**src/rtl/assert_macros.svh**
```systemverilog
// ----------------------------------------------------------------------------
// assert_macros.svh
// Concurrent assertion shorthands for the RTL.
// ----------------------------------------------------------------------------
`ifndef ASSERT_MACROS_SVH
`define ASSERT_MACROS_SVH

// same-cycle implication
`define ASSERT_IMPL(label, clk, rst_n, ante, cons) \
  label: assert property (@(posedge clk) disable iff (!rst_n) (ante) |-> (cons)) \
    else $error("assertion failed");

// next-cycle implication
`define ASSERT_NEXT(label, clk, rst_n, ante, cons) \
  label: assert property (@(posedge clk) disable iff (!rst_n) (ante) |=> (cons)) \
    else $error("assertion failed");

`endif

```
**src/rtl/vlsc_pkg.sv**
```systemverilog
// ----------------------------------------------------------------------------
// vlsc_pkg
// Types and constants of the lamp switch controller.
// ----------------------------------------------------------------------------
package vlsc_pkg;

  typedef enum logic [1:0] {
    EV_NONE = 2'd0,
    EV_ON   = 2'd1,
    EV_OFF  = 2'd2
  } ev_t;

  localparam int CFG_IDX_W = 2;
  localparam int CFG_DATA_W = 16;
  localparam int DEB_W = 8;
  localparam int IVL_W = 16;
  localparam int NOW_W = 32;

  localparam logic [CFG_IDX_W-1:0] REG_DEBOUNCE  = 2'd0;
  localparam logic [CFG_IDX_W-1:0] REG_BLINK_IVL = 2'd1;
  localparam logic [CFG_IDX_W-1:0] REG_BEAT_IVL  = 2'd2;

  localparam logic [DEB_W-1:0] DEBOUNCE_RST = 8'd7;
  localparam logic [IVL_W-1:0] IVL_RST      = 16'd500;

  // switch slots
  localparam int SW_HAZ   = 0;
  localparam int SW_RIGHT = 1;
  localparam int SW_LEFT  = 2;
  localparam int SW_LOW   = 3;
  localparam int SW_HIGH  = 4;

  // lamp slots
  localparam int LP_RIGHT = 0;
  localparam int LP_LEFT  = 1;
  localparam int LP_LOW   = 2;
  localparam int LP_HIGH  = 3;
  localparam int LP_BEAT  = 4;

endpackage

```
**src/rtl/vehicle_lamp_switch_controller_unit.sv**
```systemverilog
// ----------------------------------------------------------------------------
// vehicle_lamp_switch_controller_unit
// Debounces five active-low switches and drives turn, hazard, beam and
// heartbeat lamps with per-switch on/off display events.
// ----------------------------------------------------------------------------
// Takes one switch scan per clock while the output is not stalled and returns
// one result per scan. A scan sits in an input register, the whole update runs
// in one combinational pass, and the result lands in an output register; the
// rate is set by that single pass through the switch state. A stalled output
// holds the pipe without losing a scan. Configuration must be written through
// cfg_we/cfg_index/cfg_wdata only while no scan is in flight; the block does
// not enforce this, and there is no clearing pass after reset.
module vehicle_lamp_switch_controller_unit #(
  parameter int TIME_BITS  = 32,
  parameter int COUNT_BITS = 8
) (
  input  logic                           clk,
  input  logic                           rst_n,
  input  logic                           in_valid,
  output logic                           in_ready,
  input  logic                           in_hazard_switch_n,
  input  logic                           in_right_switch_n,
  input  logic                           in_left_switch_n,
  input  logic                           in_low_beam_switch_n,
  input  logic                           in_high_beam_switch_n,
  input  logic [vlsc_pkg::NOW_W-1:0]     in_now_ms,
  output logic                           out_valid,
  input  logic                           out_ready,
  output logic                           out_right_lamp,
  output logic                           out_left_lamp,
  output logic                           out_low_beam_lamp,
  output logic                           out_high_beam_lamp,
  output logic                           out_heartbeat_led,
  output logic [1:0]                     out_hazard_event,
  output logic [1:0]                     out_right_event,
  output logic [1:0]                     out_left_event,
  output logic [1:0]                     out_low_beam_event,
  output logic [1:0]                     out_high_beam_event,
  input  logic                           cfg_we,
  input  logic [vlsc_pkg::CFG_IDX_W-1:0] cfg_index,
  input  logic [vlsc_pkg::CFG_DATA_W-1:0] cfg_wdata
);

`include "assert_macros.svh"

  localparam int CMP_W = (COUNT_BITS > vlsc_pkg::DEB_W) ? COUNT_BITS : vlsc_pkg::DEB_W;
  localparam logic [COUNT_BITS-1:0] COUNT_MAX = {COUNT_BITS{1'b1}};

  typedef logic [COUNT_BITS-1:0] cnt_t;
  typedef logic [TIME_BITS-1:0]  tm_t;

  // configuration
  logic [vlsc_pkg::DEB_W-1:0] deb_r;
  logic [vlsc_pkg::IVL_W-1:0] blink_ivl_r;
  logic [vlsc_pkg::IVL_W-1:0] beat_ivl_r;

  // input stage
  logic                       s1_valid_r;
  logic [4:0]                 sw_n_r;
  logic [vlsc_pkg::NOW_W-1:0] now_r;

  // switch state
  cnt_t       cnt_r   [5];
  cnt_t       cnt_nxt [5];
  logic [4:0] ann_r, ann_nxt;
  logic       haz_act_r, haz_act_nxt;
  tm_t        mark_r   [3];
  tm_t        mark_nxt [3];
  tm_t        beat_mark_r, beat_mark_nxt;
  logic [4:0] lamp_r, lamp_nxt;
  vlsc_pkg::ev_t ev_nxt [5];

  // output stage
  logic          out_valid_r;
  logic [4:0]    out_lamp_r;
  vlsc_pkg::ev_t out_ev_r [5];

  logic [4:0] pressed;
  tm_t        now_tm;
  logic       s1_adv;

  function automatic cnt_t sat_inc(input cnt_t c);
    sat_inc = (c == COUNT_MAX) ? c : c + cnt_t'(1);
  endfunction

  function automatic logic reached(input cnt_t c, input logic [vlsc_pkg::DEB_W-1:0] d);
    reached = CMP_W'(c) >= CMP_W'(d);
  endfunction

  function automatic logic at_deb(input cnt_t c, input logic [vlsc_pkg::DEB_W-1:0] d);
    at_deb = CMP_W'(c) == CMP_W'(d);
  endfunction

  function automatic logic time_up(input tm_t now, input tm_t mark,
                                   input logic [vlsc_pkg::IVL_W-1:0] ivl);
    tm_t diff;
    diff = now - mark;
    time_up = diff >= TIME_BITS'(ivl);
  endfunction

  assign pressed  = ~sw_n_r;
  assign now_tm   = TIME_BITS'(now_r);
  assign s1_adv   = s1_valid_r && (!out_valid_r || out_ready);
  assign in_ready = !s1_valid_r || s1_adv;

  always_comb begin
    cnt_nxt       = cnt_r;
    ann_nxt       = ann_r;
    haz_act_nxt   = haz_act_r;
    mark_nxt      = mark_r;
    beat_mark_nxt = beat_mark_r;
    lamp_nxt      = lamp_r;
    for (int i = 0; i < 5; i++) begin
      ev_nxt[i] = vlsc_pkg::EV_NONE;
    end

    // hazard
    if (pressed[vlsc_pkg::SW_HAZ]) begin
      cnt_nxt[vlsc_pkg::SW_HAZ] = sat_inc(cnt_r[vlsc_pkg::SW_HAZ]);
      if (reached(cnt_nxt[vlsc_pkg::SW_HAZ], deb_r)) begin
        haz_act_nxt = 1'b1;
        if (at_deb(cnt_nxt[vlsc_pkg::SW_HAZ], deb_r)) begin
          lamp_nxt[vlsc_pkg::LP_RIGHT] = 1'b1;
          lamp_nxt[vlsc_pkg::LP_LEFT]  = 1'b1;
        end
        if (time_up(now_tm, mark_r[0], blink_ivl_r)) begin
          lamp_nxt[vlsc_pkg::LP_RIGHT] = ~lamp_nxt[vlsc_pkg::LP_RIGHT];
          lamp_nxt[vlsc_pkg::LP_LEFT]  = ~lamp_nxt[vlsc_pkg::LP_LEFT];
          mark_nxt[0] = now_tm;
        end
        if (!ann_r[vlsc_pkg::SW_HAZ]) begin
          ev_nxt[vlsc_pkg::SW_HAZ]  = vlsc_pkg::EV_ON;
          ann_nxt[vlsc_pkg::SW_HAZ] = 1'b1;
        end
      end
    end else begin
      haz_act_nxt = 1'b0;
      cnt_nxt[vlsc_pkg::SW_HAZ] = '0;
      mark_nxt[0] = now_tm;
      if (ann_r[vlsc_pkg::SW_HAZ]) begin
        ev_nxt[vlsc_pkg::SW_HAZ]     = vlsc_pkg::EV_OFF;
        lamp_nxt[vlsc_pkg::LP_RIGHT] = 1'b0;
        lamp_nxt[vlsc_pkg::LP_LEFT]  = 1'b0;
        ann_nxt[vlsc_pkg::SW_HAZ]    = 1'b0;
      end
    end

    // turn signals: switch i, mark i, lamp i-1
    for (int i = vlsc_pkg::SW_RIGHT; i <= vlsc_pkg::SW_LEFT; i++) begin
      if (pressed[i] && !haz_act_nxt) begin
        cnt_nxt[i] = sat_inc(cnt_r[i]);
        if (reached(cnt_nxt[i], deb_r)) begin
          if (at_deb(cnt_nxt[i], deb_r)) begin
            lamp_nxt[i-1] = 1'b1;
          end
          if (time_up(now_tm, mark_r[i], blink_ivl_r)) begin
            lamp_nxt[i-1] = ~lamp_nxt[i-1];
            mark_nxt[i]   = now_tm;
          end
          if (!ann_r[i]) begin
            ev_nxt[i]  = vlsc_pkg::EV_ON;
            ann_nxt[i] = 1'b1;
          end
        end
      end else begin
        mark_nxt[i] = now_tm;
        cnt_nxt[i]  = '0;
        if (ann_r[i]) begin
          ev_nxt[i]     = vlsc_pkg::EV_OFF;
          lamp_nxt[i-1] = 1'b0;
          ann_nxt[i]    = 1'b0;
        end
      end
    end

    // beams: switch i, lamp i-1
    for (int i = vlsc_pkg::SW_LOW; i <= vlsc_pkg::SW_HIGH; i++) begin
      if (pressed[i]) begin
        cnt_nxt[i] = sat_inc(cnt_r[i]);
        if (reached(cnt_nxt[i], deb_r)) begin
          lamp_nxt[i-1] = 1'b1;
          if (!ann_r[i]) begin
            ev_nxt[i]  = vlsc_pkg::EV_ON;
            ann_nxt[i] = 1'b1;
          end
        end
      end else begin
        cnt_nxt[i]    = '0;
        lamp_nxt[i-1] = 1'b0;
        if (ann_r[i]) begin
          ev_nxt[i]  = vlsc_pkg::EV_OFF;
          ann_nxt[i] = 1'b0;
        end
      end
    end

    // heartbeat
    if (time_up(now_tm, beat_mark_r, beat_ivl_r)) begin
      lamp_nxt[vlsc_pkg::LP_BEAT] = ~lamp_r[vlsc_pkg::LP_BEAT];
      beat_mark_nxt = now_tm;
    end
  end

  always_ff @(posedge clk) begin
    if (!rst_n) begin
      deb_r       <= vlsc_pkg::DEBOUNCE_RST;
      blink_ivl_r <= vlsc_pkg::IVL_RST;
      beat_ivl_r  <= vlsc_pkg::IVL_RST;
    end else if (cfg_we) begin
      case (cfg_index)
        vlsc_pkg::REG_DEBOUNCE:  deb_r       <= cfg_wdata[vlsc_pkg::DEB_W-1:0];
        vlsc_pkg::REG_BLINK_IVL: blink_ivl_r <= cfg_wdata[vlsc_pkg::IVL_W-1:0];
        vlsc_pkg::REG_BEAT_IVL:  beat_ivl_r  <= cfg_wdata[vlsc_pkg::IVL_W-1:0];
        default: ;
      endcase
    end
  end

  always_ff @(posedge clk) begin
    if (!rst_n) begin
      s1_valid_r  <= 1'b0;
      out_valid_r <= 1'b0;
      ann_r       <= '0;
      haz_act_r   <= 1'b0;
      beat_mark_r <= '0;
      lamp_r      <= '0;
      for (int i = 0; i < 5; i++) begin
        cnt_r[i] <= '0;
      end
      for (int i = 0; i < 3; i++) begin
        mark_r[i] <= '0;
      end
    end else begin
      if (in_valid && in_ready) begin
        s1_valid_r <= 1'b1;
      end else if (s1_adv) begin
        s1_valid_r <= 1'b0;
      end
      if (s1_adv) begin
        out_valid_r <= 1'b1;
      end else if (out_ready) begin
        out_valid_r <= 1'b0;
      end
      if (s1_adv) begin
        cnt_r       <= cnt_nxt;
        ann_r       <= ann_nxt;
        haz_act_r   <= haz_act_nxt;
        mark_r      <= mark_nxt;
        beat_mark_r <= beat_mark_nxt;
        lamp_r      <= lamp_nxt;
      end
    end
  end

  // payload: no reset
  always_ff @(posedge clk) begin
    if (in_valid && in_ready) begin
      sw_n_r <= {in_high_beam_switch_n, in_low_beam_switch_n, in_left_switch_n,
                 in_right_switch_n, in_hazard_switch_n};
      now_r  <= in_now_ms;
    end
    if (s1_adv) begin
      out_lamp_r <= lamp_nxt;
      out_ev_r   <= ev_nxt;
    end
  end

  assign out_valid           = out_valid_r;
  assign out_right_lamp      = out_lamp_r[vlsc_pkg::LP_RIGHT];
  assign out_left_lamp       = out_lamp_r[vlsc_pkg::LP_LEFT];
  assign out_low_beam_lamp   = out_lamp_r[vlsc_pkg::LP_LOW];
  assign out_high_beam_lamp  = out_lamp_r[vlsc_pkg::LP_HIGH];
  assign out_heartbeat_led   = out_lamp_r[vlsc_pkg::LP_BEAT];
  assign out_hazard_event    = out_ev_r[vlsc_pkg::SW_HAZ];
  assign out_right_event     = out_ev_r[vlsc_pkg::SW_RIGHT];
  assign out_left_event      = out_ev_r[vlsc_pkg::SW_LEFT];
  assign out_low_beam_event  = out_ev_r[vlsc_pkg::SW_LOW];
  assign out_high_beam_event = out_ev_r[vlsc_pkg::SW_HIGH];

  `ASSERT_IMPL(a_haz_blocks_turn, clk, rst_n, haz_act_r,
               !ann_r[vlsc_pkg::SW_RIGHT] && !ann_r[vlsc_pkg::SW_LEFT])
  `ASSERT_IMPL(a_low_lamp_tracks_ann, clk, rst_n, 1'b1,
               lamp_r[vlsc_pkg::LP_LOW] == ann_r[vlsc_pkg::SW_LOW])
  `ASSERT_IMPL(a_high_lamp_tracks_ann, clk, rst_n, 1'b1,
               lamp_r[vlsc_pkg::LP_HIGH] == ann_r[vlsc_pkg::SW_HIGH])
  `ASSERT_NEXT(a_adv_fills_out, clk, rst_n, s1_adv, out_valid_r)

endmodule

```
**config.mk**
```make
export PLATFORM = sky130hd
export DESIGN_NAME = vehicle_lamp_switch_controller_unit
export DESIGN_NICKNAME = d
export VERILOG_FILES = /design/src/rtl/vlsc_pkg.sv /design/src/rtl/vehicle_lamp_switch_controller_unit.sv
export VERILOG_INCLUDE_DIRS = /design/src /design/src/rtl
export SDC_FILE = /design/constraint.sdc
export NUM_CORES = 1
export LEC_CHECK = 0
export BUFFER_PORTS_ARGS = -buffer_cell sky130_fd_sc_hd__buf_2
export CAP_MARGIN = 5
export CELL_PAD_IN_SITES_DETAIL_PLACEMENT = 1
export CELL_PAD_IN_SITES_GLOBAL_PLACEMENT = 2
export CORE_MARGIN = 2
export CORE_UTILIZATION = 40
export CTS_BUF_LIST = sky130_fd_sc_hd__clkbuf_4 sky130_fd_sc_hd__clkbuf_8
export CTS_CLUSTER_SIZE = 28
export DETAILED_ROUTE_END_ITERATION = 12
export PLACE_DENSITY = 0.84
export SYNTH_ARGS = -nofsm -noshare
export SYNTH_HDL_FRONTEND = slang
export SYNTH_SLANG_ARGS = --single-unit
```
**constraint.sdc**
```tcl
create_clock -name clk -period 12.1 [get_ports clk]
set_input_delay 1.21 -clock clk [delete_from_list [all_inputs] [get_ports clk]]
set_output_delay 1.21 -clock clk [all_outputs]
set_load 0.02 [all_outputs]
```
Word level (Yosys, flattened, before mapping):

Index checks and enable logic that the tools add are counted.

* register bits: 273
* input port bits: 60
* output and inout port bits: 17

* $add $sub $neg: 9
* magnitude comparators: 9
* equality and inequality tests: 18
* muxes and demuxes: 81
* bitwise logic cells: 6
* reductions and logical operators: 24

Operators by type and width (number)
* 32-bit two-way mux: 9
* 32-bit by 16-bit greater-or-equal comparator with 1-bit output: 4
* 32-bit subtractor: 4
* 8-bit two-way mux: 10
* 1-bit two-way mux: 45
* 8-bit by 1-bit adder with 8-bit output (second input constant): 5
* 8-bit equality test (second input constant): 5
* 8-bit greater-or-equal comparator: 5
* 2-bit two-way mux: 17
* 8-bit equality test: 3
* 2-bit AND reduction: 9
* 2-bit by 1-bit inequality test with 1-bit output (second input constant): 8
* 3-bit AND reduction: 3
* 1-bit inverter: 5
* 5-bit inverter: 1
* 1-bit logical AND: 4
* 2-bit nonzero test: 2
* 1-bit zero test: 3
* 2-bit by 1-bit equality test with 1-bit output (second input constant): 1
* 2-bit equality test (second input constant): 1
* 2-bit zero test: 1
* 1-bit logical OR: 2

Depth between registers and ports, before layout:

Gate-level depths: netlist of run 1.

* depth after elaboration: 17
* mapped depth: 25
* depth with buffers taken out: 24

Least setup slack after synthesis of run 1:

Ideal clock, no wire load.

* path kind: reg2reg
* from: register now_r[0] (netlist name)
* to: register beat_mark_r[0]
* library setup time: 95 ps
* data arrival time: 4680 ps
* required time: 12005 ps
* slack: 7324 ps
* stages on the path, launching flop included: 24
* buffers on the path: 3
* clock period less this slack: 4776 ps
* path through: edfxtp_1 > inv_1 > ha_1 > inv_1 > fa_1 > a21o_1 > a21oi_2 > o21ai_2 > a211oi_2 > o21ai_0 > a21oi_1 > xnor2_1 > ha_1 > and4_1 > a221oi_1 > nand3_1 > a211oi_1 > nand4_1 > or4_1 > buf_2 > or2_1 > buf_6 > buf_6 > o311ai_1

* cells in the longest elaborated chain, start to end: 3

RTL lines
* start, declared: line vehicle_lamp_switch_controller_unit.sv:60 `logic [vlsc_pkg::NOW_W-1:0] now_r;`
* start signal, assigned: line vehicle_lamp_switch_controller_unit.sv:260 `now_r <= in_now_ms;`
* 32-bit subtractor: line vehicle_lamp_switch_controller_unit.sv:97 `diff = now - mark;`
* 32-bit by 16-bit greater-or-equal comparator with 1-bit output: line vehicle_lamp_switch_controller_unit.sv:98 `time_up = diff >= TIME_BITS'(ivl);`
* 2-bit AND reduction (no line)
* end signal, assigned: line vehicle_lamp_switch_controller_unit.sv:249 `beat_mark_r <= beat_mark_nxt;`
* end, declared: line vehicle_lamp_switch_controller_unit.sv:69 `tm_t beat_mark_r, beat_mark_nxt;`

Parallel ways exist; a longest one is shown, timed or not.
A chain may end at the register's enable or synchronous reset.

Worst setup path in the final report of run 1:

* from: register now_r[1] (netlist name)
* to: register mark_r[21] (netlist name)

* cells in the longest elaborated chain, start to end: 4

RTL lines
* 32-bit subtractor: line vehicle_lamp_switch_controller_unit.sv:97
* 32-bit by 16-bit greater-or-equal comparator with 1-bit output: line vehicle_lamp_switch_controller_unit.sv:98
* 2-bit by 1-bit inequality test with 1-bit output (no line)
* 3-bit AND reduction (no line)
* end signal, assigned: line vehicle_lamp_switch_controller_unit.sv:248 `mark_r <= mark_nxt;`
* end, declared: line vehicle_lamp_switch_controller_unit.sv:67 `tm_t mark_r [3];`

Every way passes these cells.

==> flow_results.org, run 1 <==
** Clock tree
- The tree is rooted in a clkbuf_8.
- TritonCTS built the clock tree.
- After clock tree synthesis, the clock-pin slew on the worst setup and hold paths is 0.06 ns.
- Clock tree synthesis found a total of 273 sinks.
- The clock passes through at most 3 buffers.
- In this run, post-CTS repair resized a total of 0 instances.
- Hold Buf Count CTS :: 0
- CTS built an H-tree with a depth of 2.
- For the worst-skew pair, the clock arrives at the later sink with an insertion delay of 0.67 ns.
- In this run, CTS created clock tree buffers numbering 52.
- Post-CTS timing repair inserted 0 buffers for setup.

** Setup path
- The worst setup path is captured at a register.
- Number of buffers and inverters on the critical path :: 1
- Crit-path most repeated cell :: a21o_1
- Setup CP Type :: reg -> reg
- Data arrival time of the critical path :: 6.54 ns
- In this design, the stage delay of the slowest critical-path cell is 0.68 ns.
- The slowest stage of the critical path belongs to the cell edfxtp_1.
- Broken down by cell family, the worst path's largest delay share belongs to compound AO/OA/AOI/OAI gates.
- Required time worst endpoint :: 12.67 ns
- In this run the worst path has a maximum fanout of 19.
- Walking the worst path, the cells encountered are ha_1 -> nor2b_1 -> o21ai_0 -> nand2_1 -> a21o_1 -> a21o_1 -> a31oi_1 -> o21ai_0 -> a21oi_1 -> xnor2_1 -> ha_1 -> a21o_1 -> a21o_1 -> a21oi_1 -> nor2_1 -> or3_1 -> nor4_1 -> nand4_1 -> nor4_1 -> and4_1 -> o21a_1 -> buf_4 -> o21ai_0 -> a21oi_1.
- STA classifies the critical path startpoint as a register.

** Routing
- WL final :: 73400 um
- Once detail routing completed, the nets flagged for antenna violations numbered 0.
- After detailed routing, the number of remaining DRC violations is 0.
- Routed len/inst :: 21.1 um
- Detailed Routing Iterations Pass 1 :: 5
- Initial detailed-routing violation count :: 1156
- After detailed routing, the number of vias per cell comes to 5.88.
- Detailed-route via count :: 20455

** Global routing
- Entering global routing, the biggest net connects 80 pins.
- The first global-routing pass estimated 117000 um of wire.
- The via count of the first global-routing pass came to 21239.
- The initial antenna violation count came to 1.
- The total overflow left after global routing is 0.
- Total routing usage reported by global routing :: 25.9%

** Final layout
- Signed area change from the synthesized netlist to the final layout :: 9.48%
- Area occupied by multi-input gates :: 14100 sq um
- Post-layout util :: 44.4%
- After the flow finishes, the layout carries non-filler instances totaling 3477.
- The filler cells instantiated in the layout total 6414.
- Cells with a size suffix above 1 make up 8.03% of the layout.
- # nets final :: 3041
- Across the whole layout, storage elements account for 5990 sq um.

** Floorplanning
- Starting density of the core :: 40.5%
- The floorplan step set the die width to 235 um.
- Die boundary height :: 235 um
- Ports placed on the boundary :: 77
- The die covers 55200 sq um.
- In this run the standard cell core region covers 52700 sq um.
- In this run the core area contains 84 standard-cell rows.

** Yosys
- After synthesis, flip-flops and latches occupy 28.1% of the total area.
- Cell accounting for the most synthesized area :: dfxtp_1
- Dividing the synthesized area by the synthesized cell count gives 7.86 sq um.
- For this run, the number of Yosys warnings is 0.
- Summed over its instances, the top area cell type makes up 20.7% of the synthesized netlist area.
- Counting flops and latches in the post-synthesis netlist gives 273.
- By area the synthesized netlist is led by dfxtp_1 21%, ha_1 14%, edfxtp_1 7.3%.
- Net count after synthesis :: 3012
- Synthesis handed over a netlist of 2715 instances.
- Number of flops mapped to enable cells by yosys :: 52
- Netlist cell types :: 88
- For this run, the leading register cell type out of synthesis is dfxtp_1.
- Proportion of register bits with asynchronous set or reset after synthesis :: 0%
- Combined area of all synthesized cells :: 21300 sq um

** Timing
- Worst slew margin relative to its limit :: 26.5%
- Setup_tns :: 0 ns
- Hold violation count in the final report :: 0
- Post-layout minimum cycle time :: 5.96 ns
- Count of final max-slew check failures :: 0
- Setup violations remaining at the end of the flow were counted as 0.
- On the final layout, the worst clock skew is 0.0335 ns.
- Transition time at the pin with the least slew margin :: 1.10 ns
- Part of the cycle the worst path needs :: 49.3%
- Setup repair after global routing left no endpoint under its margin.
- Maximum clock frequency :: 0.168 GHz

** Worst hold path
- In this run the worst hold path is classified as reg -> reg.

** Power and ir drop
- Pwr Density :: 118 nW/um^2
- For this design the static power due to leakage is 0.00943 uW.
- VDD sags by at most 0.0736 mV.

** Flow run
- Max-cap violations in this run came to 0.

** Place
- Inst Count DP :: 3377
- Buffers placed on the I/O ports in this run total 76.
- At the end of routability-driven placement, the weighted congestion stood at 0.901.
- Detailed Place HPWL :: 55300 um

** Status
- Result of the run :: completed
synth_stat cells, types with 8 or more instances:
cell,number
a2111oi_0,8
a211o_1,8
a211oi_1,15
a21o_1,81
a21oi_1,250
a22oi_1,26
a2bb2oi_1,33
a31oi_1,20
and2_1,16
and3_1,24
buf_1,8
buf_2,10
clkbuf_1,98
dfxtp_1,221
edfxtp_1,52
ha_1,233
inv_1,209
mux2i_1,75
nand2_1,294
nand2b_1,31
nand3_1,96
nand4_1,47
nor2_1,225
nor2b_1,30
nor3_1,39
nor4_1,10
o2111ai_1,17
o211ai_1,28
o21a_1,39
o21ai_0,166
o21ai_1,12
o21bai_1,16
o311ai_1,34
or3_1,8
xnor2_1,63
xor2_1,34
flip-flops by register name (all words and copies together), names as in the netlist:
name                 cells
deb_r                    8
out_valid                1
blink_ivl_r             16
out_low_beam_event       2
out_lamp_r               5
haz_act_r                1
cnt_r                   40
mark_r                  96
out_right_event          2
out_hazard_event         2
ann_r                    5
beat_ivl_r              16
out_high_beam_event      2
now_r                   32
sw_n_r                   5
lamp_r                   5
s1_valid_r               1
out_left_event           2
beat_mark_r             32
cells in the final DEF (no fill, tap or decap), types with 8 or more instances in the layout:
cell type  instances
nand2_1          293
a21oi_1          249
ha_1             233
nor2_1           225
dfxtp_1          221
inv_1            209
o21ai_0          166
nand3_1           96
a21o_1            81
mux2i_1           75
buf_2             75
xnor2_1           62
clkbuf_8          58
edfxtp_1          52
nand4_1           47
o21a_1            39
nor3_1            39
xor2_1            34
o311ai_1          34
a2bb2oi_1         33
nor2b_1           30
nand2b_1          30
o211ai_1          28
a22oi_1           26
and3_1            24
a31oi_1           20
buf_4             19
o2111ai_1         17
o21bai_1          16
a211oi_1          15
and2_1            15
clkbuf_4          14
clkinv_2          13
o21ai_1           11
nor4_1            10
a2111oi_0          8
a211o_1            8
or3_1              8
clkinv_1           8
final cells by class:
cell class / instances / area share (%)
multi-input combinational: 2111 / 60.4
sequential: 273 / 25.6
clock buffer: 72 / 3.87
tap: 688 / 3.69
inverter: 211 / 3.41
timing repair buffer: 95 / 2.27
clock inverter: 26 / 0.766
antenna: 1 / 0.0107
logic make-up (layout without fill, tap and decap cells):
| logic type | count (synthesis) | after routing | share of synthesized area (%) |
|---|---|---|---|
| multiplexers | 82 | 82 | 3.89 |
| buffers and inverters | 331 | 404 | 6.02 |
| XOR/XNOR | 97 | 97 | 3.98 |
| flip-flops | 273 | 273 | 28.1 |
| other | 0 | 1 | 0 |
| AND/OR/NAND/NOR | 864 | 864 | 18.8 |
| AO/OA/AOI/OAI | 831 | 831 | 25.2 |
| adder cells (fa/ha/maj) | 237 | 237 | 14.0 |
power breakdown:
part | total (uW) | leakage [uW] | internal [uW] | switching [uW]
logic | 768 | 0.00654 | 287 | 481
registers | 1010 | 0.00230 | 968 | 43.7
clock network | 965 | 0.000585 | 513 | 451
total | 2740 | 0.00943 | 1770 | 976
per-stage QoR:
stage / hold slack (ns) / area (sq um) / setup WS [ns] / total power (uW)
after floorplan: 0.435 / 21300 / 7.32 / 1560
after global placement: 0.444 / 22300 / 6.34 / 1760
after detailed placement: 0.450 / 22300 / 6.06 / 1790
after CTS: 0.458 / 23300 / 6.01 / 2770
after global routing: 0.478 / 23400 / 5.56 / 2910
final: 0.455 / 23400 / 6.14 / 2740
worst min-delay path, cell delays in order, from the launching register on:
cell and delay, ns:
dfxtp_1 0.30, nand2_1 0.05, a21oi_1 0.05
per-layer routing:
metal	share of wire [%]	vias to the layer above	track usage, %
li1	-	9881	-
met1	47	10134	34.7
met2	47	337	44.2
met3	3.0	103	2.70
met4	2.5	0	7.35
met5	0	-	0
final timing paths:
check	from	end	slack [ns]	cells past startpoint
worst max-delay path	now_r[1]	mark_r[21]	6.14	24
worst min-delay path	beat_ivl_r[12]	beat_ivl_r[12]	0.45	2
worst max register to register	now_r[1]	mark_r[21]	6.14	24
worst min register to register	beat_ivl_r[12]	beat_ivl_r[12]	0.45	2
No activity file was read; power rests on OpenSTA's default activity.
==> run 2: changes to the inputs <==
CORE_UTILIZATION = 36   (was 40)
PLACE_DENSITY = 0.8   (was 0.84)
clock period = 5 ns   (was 12.1 ns; I/O delays follow)
==> run 2 against run 1 <==
  * Highest routed layer unchanged
  * Register-to-register slack got worse by 6.2 ns
  * Hold slack got worse by 0.41 ns
  * Total power rose to 2.6 times the previous value
  * Non-clock buffer count rose by 172
  * Combinational power rose to 2.9 times the previous value
  * Critical path type unchanged
  * Sequential share of layout area fell by 2.7 points
  * Clock-buffer cell count fell by 2
  * Wire length rose by 9.9%
  * The run now ends with negative setup slack left
==> flow_results.org, run 2 (synthesized netlist as in run 1, its figures left out) <==
** Power and ir drop
- Pwr Density :: 276 nW/um^2
- The worst-case IR drop observed on VDD is 0.179 mV.
- Lkg Pwr :: 0.0106 uW

** Place
- Detailed Place HPWL :: 58900 um
- OpenSTA, run right after detailed placement, puts the worst setup slack at -0.592 ns.
- Weighted congestion at the end of routability-driven global placement :: 0.928
- Port Buffers :: 76

** Global routing
- Total routing usage reported by global routing :: 25.0%
- Number of global-route vias before repair :: 21939
- The initial antenna violation count came to 2.
- For this run the aggregate overflow at the end of global routing stands at 0.
- The first global-routing pass estimated 121000 um of wire.
- Pin count of the biggest net entering global routing :: 72

** Timing
- Timing would allow up to 0.199 GHz.
- RSZ-0062 raised after global routing :: true
- Part of the cycle the worst path needs :: 101%
- Headroom to the max-slew limit came out at 34.7%.
- Post-layout minimum cycle time :: 5.04 ns
- The final hold violation count came to 0.
- Setup ws final :: -0.0358 ns
- Final hold analysis gives a worst-case slack of 0.0397 ns.
- For the pin with the worst max-slew slack, the measured transition is 0.978 ns.
- Setup skew after layout :: 0.0616 ns
- In the final timing run, aggregate negative setup slack is -0.414 ns.
- Setup violations remaining at the end of the flow were counted as 25.
- The count of final max-slew check failures is 0.

** Clock tree
- In this run, CTS created clock tree buffers numbering 53.
- TritonCTS built the clock tree.
- After clock tree synthesis, the clock-pin slew on the worst setup and hold paths is 0.07 ns.
- CTS H-tree lvls :: 2
- The tree is rooted in a clkbuf_8.
- The clock passes through at most 3 buffers.
- The clock net in this run drives a total of 273 sinks.
- Clk Latency, worst-skew pair :: 0.70 ns

** Routing
- Detailed Routing Iterations Pass 1 :: 5
- Antenna-violating nets left :: 0
- After detailed routing, the number of vias per cell comes to 5.73.
- Detailed-route via count :: 21376
- In the final routed layout, each cell accounts on average for 21.6 um.
- Initial detailed-routing violation count :: 1160
- WL final :: 80700 um
- Residual DRC :: 0

** Final layout
- Leaving out fill and tap cells, the most frequent cell in the layout is nand2_1.
- For this run, the post-layout net count is 3214.
- The register with the most flip-flops in the layout has 96 of them.
- For this run, the share of the core covered by cells in the final layout is 44.4%.
- In the final layout, the registers with the most flip-flops are mark_r: 96 flops, cnt_r: 40 flops.
- Leaving out fill and tap cells, the most frequent cells in the layout are 291 x nand2_1, 225 x ha_1, 223 x nor2_1.
- Signed area change from the synthesized netlist to the final layout :: 22.3%
- The register with the most flip-flops in the final layout is mark_r.
- The post-route netlist has 16.8% of its cells at a drive strength greater than 1.

** Status
- Result of the run :: finished, violations left
- Violations in the final reports :: negative setup slack

** Setup path
- Setup CP Type :: reg -> reg
- STA classifies the critical path startpoint as a register.
- The worst setup path is captured at a register.
- Data on the critical path is required at its endpoint by 5.57 ns.
- Along the worst path, the maximum fanout reaches 17.
- Data arrival time of the critical path :: 5.61 ns

** Floorplanning
- The floorplan step set the die width to 247 um.
- After floorplanning, the core was divided into 89 placement rows.
- Ports placed on the boundary :: 77
- Measured along the y axis, the die boundary spans 247 um.
- Starting density of the core :: 36.3%
- Area of the core region :: 58800 sq um
- The die covers 61200 sq um.

** Worst hold path
- Hold/Removal Path Class :: in -> reg

** Flow run
- Max-cap violations :: 0
## run 2: worst max-delay path, cell delays in order, from the launching register on
cell and delay [ns]:
edfxtp_1 0.55, buf_4 0.23, buf_4 0.13, ha_1 0.36, nand2_1 0.11, o21ai_1 0.16
nand3_1 0.14, and3_1 0.22, a221oi_2 0.29, nor2_1 0.11, xnor2_1 0.14, ha_1 0.31
and4_4 0.21, a221oi_2 0.25, nand3_1 0.13, a211oi_2 0.22, nand4_1 0.11, or4_4 0.50
or2_4 0.31, buf_12 0.18, o311ai_2 0.27
## run 2: where the power goes
| part | switching (uW) | total, uW | internal [uW] |
|---|---|---|---|
| Clock | 1110 | 2550 | 1440 |
| Sequential | 87.0 | 2430 | 2340 |
| Combinational | 1330 | 2230 | 892 |
| Total | 2530 | 7210 | 4670 |
## run 2: final cells by class
type                       count  area [sq um]
fill                        7049         32700
multi-input combinational   2111         15000
sequential                   273          5990
timing repair buffer         267          2200
tap                          773           967
clock buffer                  70           895
inverter                     211           800
clock inverter                26           274
antenna                        2          5.00
## run 2: repair_timing
action | CTS | global route
resized for setup | 32 | 158
pin swaps | 11 | 86
hold buffers | 33 | 0
endpoints found under the setup margin | 102 | 134
hold endpoints to repair | 33 | 0
setup buffers | 5 | 11
gates cloned | 0 | 11
## run 2: metrics by stage
step                      std cells  cell area, sq um  power [uW]
after CTS                      3709             25000        7070
after global placement         3575             23300        4400
after global routing           3733             26100        7570
after floorplan                2715             21300        3780
after detailed placement       3575             23300        4460
final                          3733             26100        7210
## run 2: per-layer routing
layer	vias to the layer above	share of wire, %	track usage, %
met4	0	3.3	9.18
met1	10593	46	32.7
met2	399	47	42.2
li1	10245	-	-
met3	139	3.4	2.95
met5	-	0	0
## run 2: worst paths after layout
check | from | endpoint | slack (ns) | cells after the start
min reg2reg | mark_r[51] | mark_r[51] | 0.46 | 2
max reg2reg | now_r[7] | beat_mark_r[4] | -0.04 | 20
min | in_valid | s1_valid_r | 0.04 | 3
max | now_r[7] | beat_mark_r[4] | -0.04 | 20
==> run 3: changes to the inputs <==
SKIP_LAST_GASP = 1   (was default)
==> run 3 against run 2 <==
  * The flow still finishes with violations (negative setup slack)
  * Clock-buffer cell count is the same
  * Via count up 0.21%
  * Final area about the same
==> flow_results.org, run 3 (synthesized netlist as in run 1, its figures left out) <==
** Status
- The flow ran to the end, but the final reports show violations.
- The final reports fail on negative setup slack.

** Final layout
- Share of post-route cells with drive strength above 1 :: 16.7%
- In the final layout, the registers with the most flip-flops are mark_r: 96 flops, cnt_r: 40 flops.
- Commonest non-fill, non-tap cells in the layout :: 291 x nand2_1, 225 x ha_1, 223 x nor2_1
- The finished cells cover 26100 sq um.
- Most common cell after layout, fill and taps aside :: nand2_1
- Top register by number of flip-flops :: mark_r
- Signed area change from the synthesized netlist to the final layout :: 22.2%
- The net count of the finished layout is 3214.
- The register with the most flip-flops in the layout has 96 of them.

** Floorplanning
- The floorplan step defined a die boundary enclosing 61200 sq um.
- Area of the core region :: 58800 sq um
- Die Width :: 247 um
- 77 I/O pins were placed.
- In this run the core area contains 89 standard-cell rows.
- Once the floorplan was initialized, standard cells occupied 36.3% of the core.
- Die boundary height :: 247 um

** Global routing
- For this run, the total global-route usage over all layers was measured as 25.0%.
- The first global-routing pass estimated 121000 um of wire.
- Summed over all layers, the global routing overflow is 0.
- Entering global routing, the biggest net connects 72 pins.
- Number of antenna violations at the first check in global routing :: 2
- Number of global-route vias before repair :: 21940

** Timing
- Count of final max-slew check failures :: 0
- After layout, the worst setup slack is -0.0274 ns.
- Worst slew margin relative to its limit :: 35.0%
- Dividing the final minimum period by the clock period gives 101%.
- Setup repair after global routing could not meet its margin everywhere.
- Final setup violation count :: 15
- Transition time at the pin with the least slew margin :: 0.974 ns
- Hold violation count in the final report :: 0
- Maximum clock frequency :: 0.199 GHz
- The worst path in the final design needs a cycle of 5.03 ns, including I/O delays and setup.
- Between clock sinks in the finished design, the worst skew comes to 0.0618 ns.
- Final Hold Slack :: 0.0414 ns
- Adding up every negative setup slack in the final design gives -0.208 ns.

** Power and ir drop
- The completed layout was analyzed and its total power is 7210 uW.
- Lkg Pwr :: 0.0106 uW
- Maximum vdd ir drop :: 0.178 mV
- Dividing total power by cell area gives a power density of 276 nW/um^2.

** Place
- The congestion estimate from routability-driven global placement came to 0.928.
- Detailed placement ended at an HPWL of 58900 um.
- Input and output buffers added on the ports amount to 76.
- Once placement finished, the instance area stood at 23300 sq um.

** Clock tree
- The clock net in this run drives a total of 273 sinks.
- TritonCTS built the clock tree.
- Clock-pin slew on the worst setup and hold paths :: 0.07 ns
- Max Buffers Root-to-Sink :: 3
- In this run, CTS created clock tree buffers numbering 53.
- Root buffer cell :: clkbuf_8
- Clk Latency, worst-skew pair :: 0.70 ns
- The H-tree generated during clock tree synthesis spans 2 levels.

** Worst hold path
- Counting instances, the worst hold path has a depth of 3.
- The path with the worst hold slack has its endpoint at s1_valid_r.
- The tightest min-delay check is of the in -> reg type.
- Critical hold path startpoint :: in_valid

** Setup path
- Worst reg-to-reg path cell count :: 20
- Setup CP Type :: reg -> reg
- Critical-path maximum fanout :: 17
- At the worst endpoint, the arrival time is 5.60 ns.
- The endpoint identified for the worst register-to-register timing path is beat_mark_r[4].
- Launch instance of the worst register-to-register path :: now_r[7]
- The worst setup path is captured at a register.
- The worst setup path is launched from a register.
- CP max stage cell :: edfxtp_1
- Required time worst endpoint :: 5.57 ns
- Reg-to-reg slack, setup :: -0.03 ns
- Max stage delay on crit path :: 0.55 ns
- Critical path cell sequence :: buf_4 -> buf_4 -> ha_1 -> nand2_1 -> o21ai_1 -> nand3_1 -> and3_1 -> a221oi_2 -> nor2_1 -> xnor2_1 -> ha_1 -> and4_4 -> a221oi_2 -> nand3_1 -> a211oi_2 -> nand4_1 -> or4_4 -> or2_4 -> buf_12 -> o311ai_2

** Routing
- WL final :: 80700 um
- Antenna-violating nets left :: 0
- Dividing the detail-routed wire length by the instance count gives 21.6 um.
- After the first detailed-routing iteration, the DRC count stood at 1243.
- Dividing the detail-routed via count by the number of cells gives 5.74.
- Residual DRC :: 0
- Detailed Routing Iterations Pass 1 :: 5
- Across all layers, the routed design uses 21420 vias.

** Flow run
- The tool flagged a number of max-cap violations equal to 0.
==> run 3: cell counts in the layout (fill, tap and decap cells not counted) <==
Identical to the previous run, type by type.
==> run 3: worst max path at each step <==
| stage | startpoint | to | slack, ns | cells past startpoint |
|---|---|---|---|---|
| detailed placement | now_r[1] | out_lamp_r[1] | -0.59 | 23 |
| global placement | now_r[1] | out_lamp_r[1] | -0.38 | 23 |
| finish | now_r[7] | beat_mark_r[4] | -0.03 | 20 |
| floorplan | now_r[0] | beat_mark_r[20] | 0.22 | 23 |
| global route | now_r[1] | beat_mark_r[4] | -0.26 | 21 |
| CTS | now_r[1] | out_lamp_r[1] | -0.01 | 23 |
==> run 3: layout make-up <==
class,count,area (sq um)
Antenna cell,2,5.00
Clock buffer,70,895
Clock inverter,26,274
Fill cell,7048,32700
Inverter,211,800
Multi-Input combinational cell,2111,15000
Sequential cell,273,5990
Tap cell,773,967
Timing Repair Buffer,267,2190
==> run 3: timing repair <==
action,CTS,global route
buffers inserted,5,11
pin swaps,11,85
endpoints found under the hold margin,33,0
setup endpoints to repair,102,134
gates cloned,0,11
gates resized for setup,32,154
hold buffers,33,0
==> run 3: worst max-delay path: cells and delay by family (launching register included) <==
family | cells | cell delay (ns)
XOR/XNOR | 1 | 0.14
adder cells (fa/ha/maj) | 2 | 0.67
buffers and inverters | 3 | 0.55
AO/OA/AOI/OAI | 5 | 1.19
AND/OR/NAND/NOR | 9 | 1.85
flip-flops | 1 | 0.55
==> run 3: where the power goes <==
group	switching, uW	internal (uW)	leakage (uW)
Sequential	87.2	2340	0.00230
Combinational	1330	891	0.00765
Clock	1110	1440	0.000613
Total	2530	4670	0.0106
==> run 3: routing by layer <==
layer | wire, um | GRT usage (%) | share of wire (%)
met1 | 37000 | 32.7 | 46
met2 | 38400 | 42.2 | 48
met3 | 2710 | 2.95 | 3.4
met4 | 2580 | 9.18 | 3.2
met5 | 0 | 0 | 0
==> run 3: metrics by stage <==
stage	std cells	setup slack, ns	utilization (%)
4_1_cts	3709	-0.0116	42.5
6_report	3733	-0.0274	44.3
3_3_place_gp	3575	-0.379	39.7
2_1_floorplan	2715	0.224	-
3_5_place_dp	3575	-0.592	39.7
5_1_grt	3733	-0.265	44.3
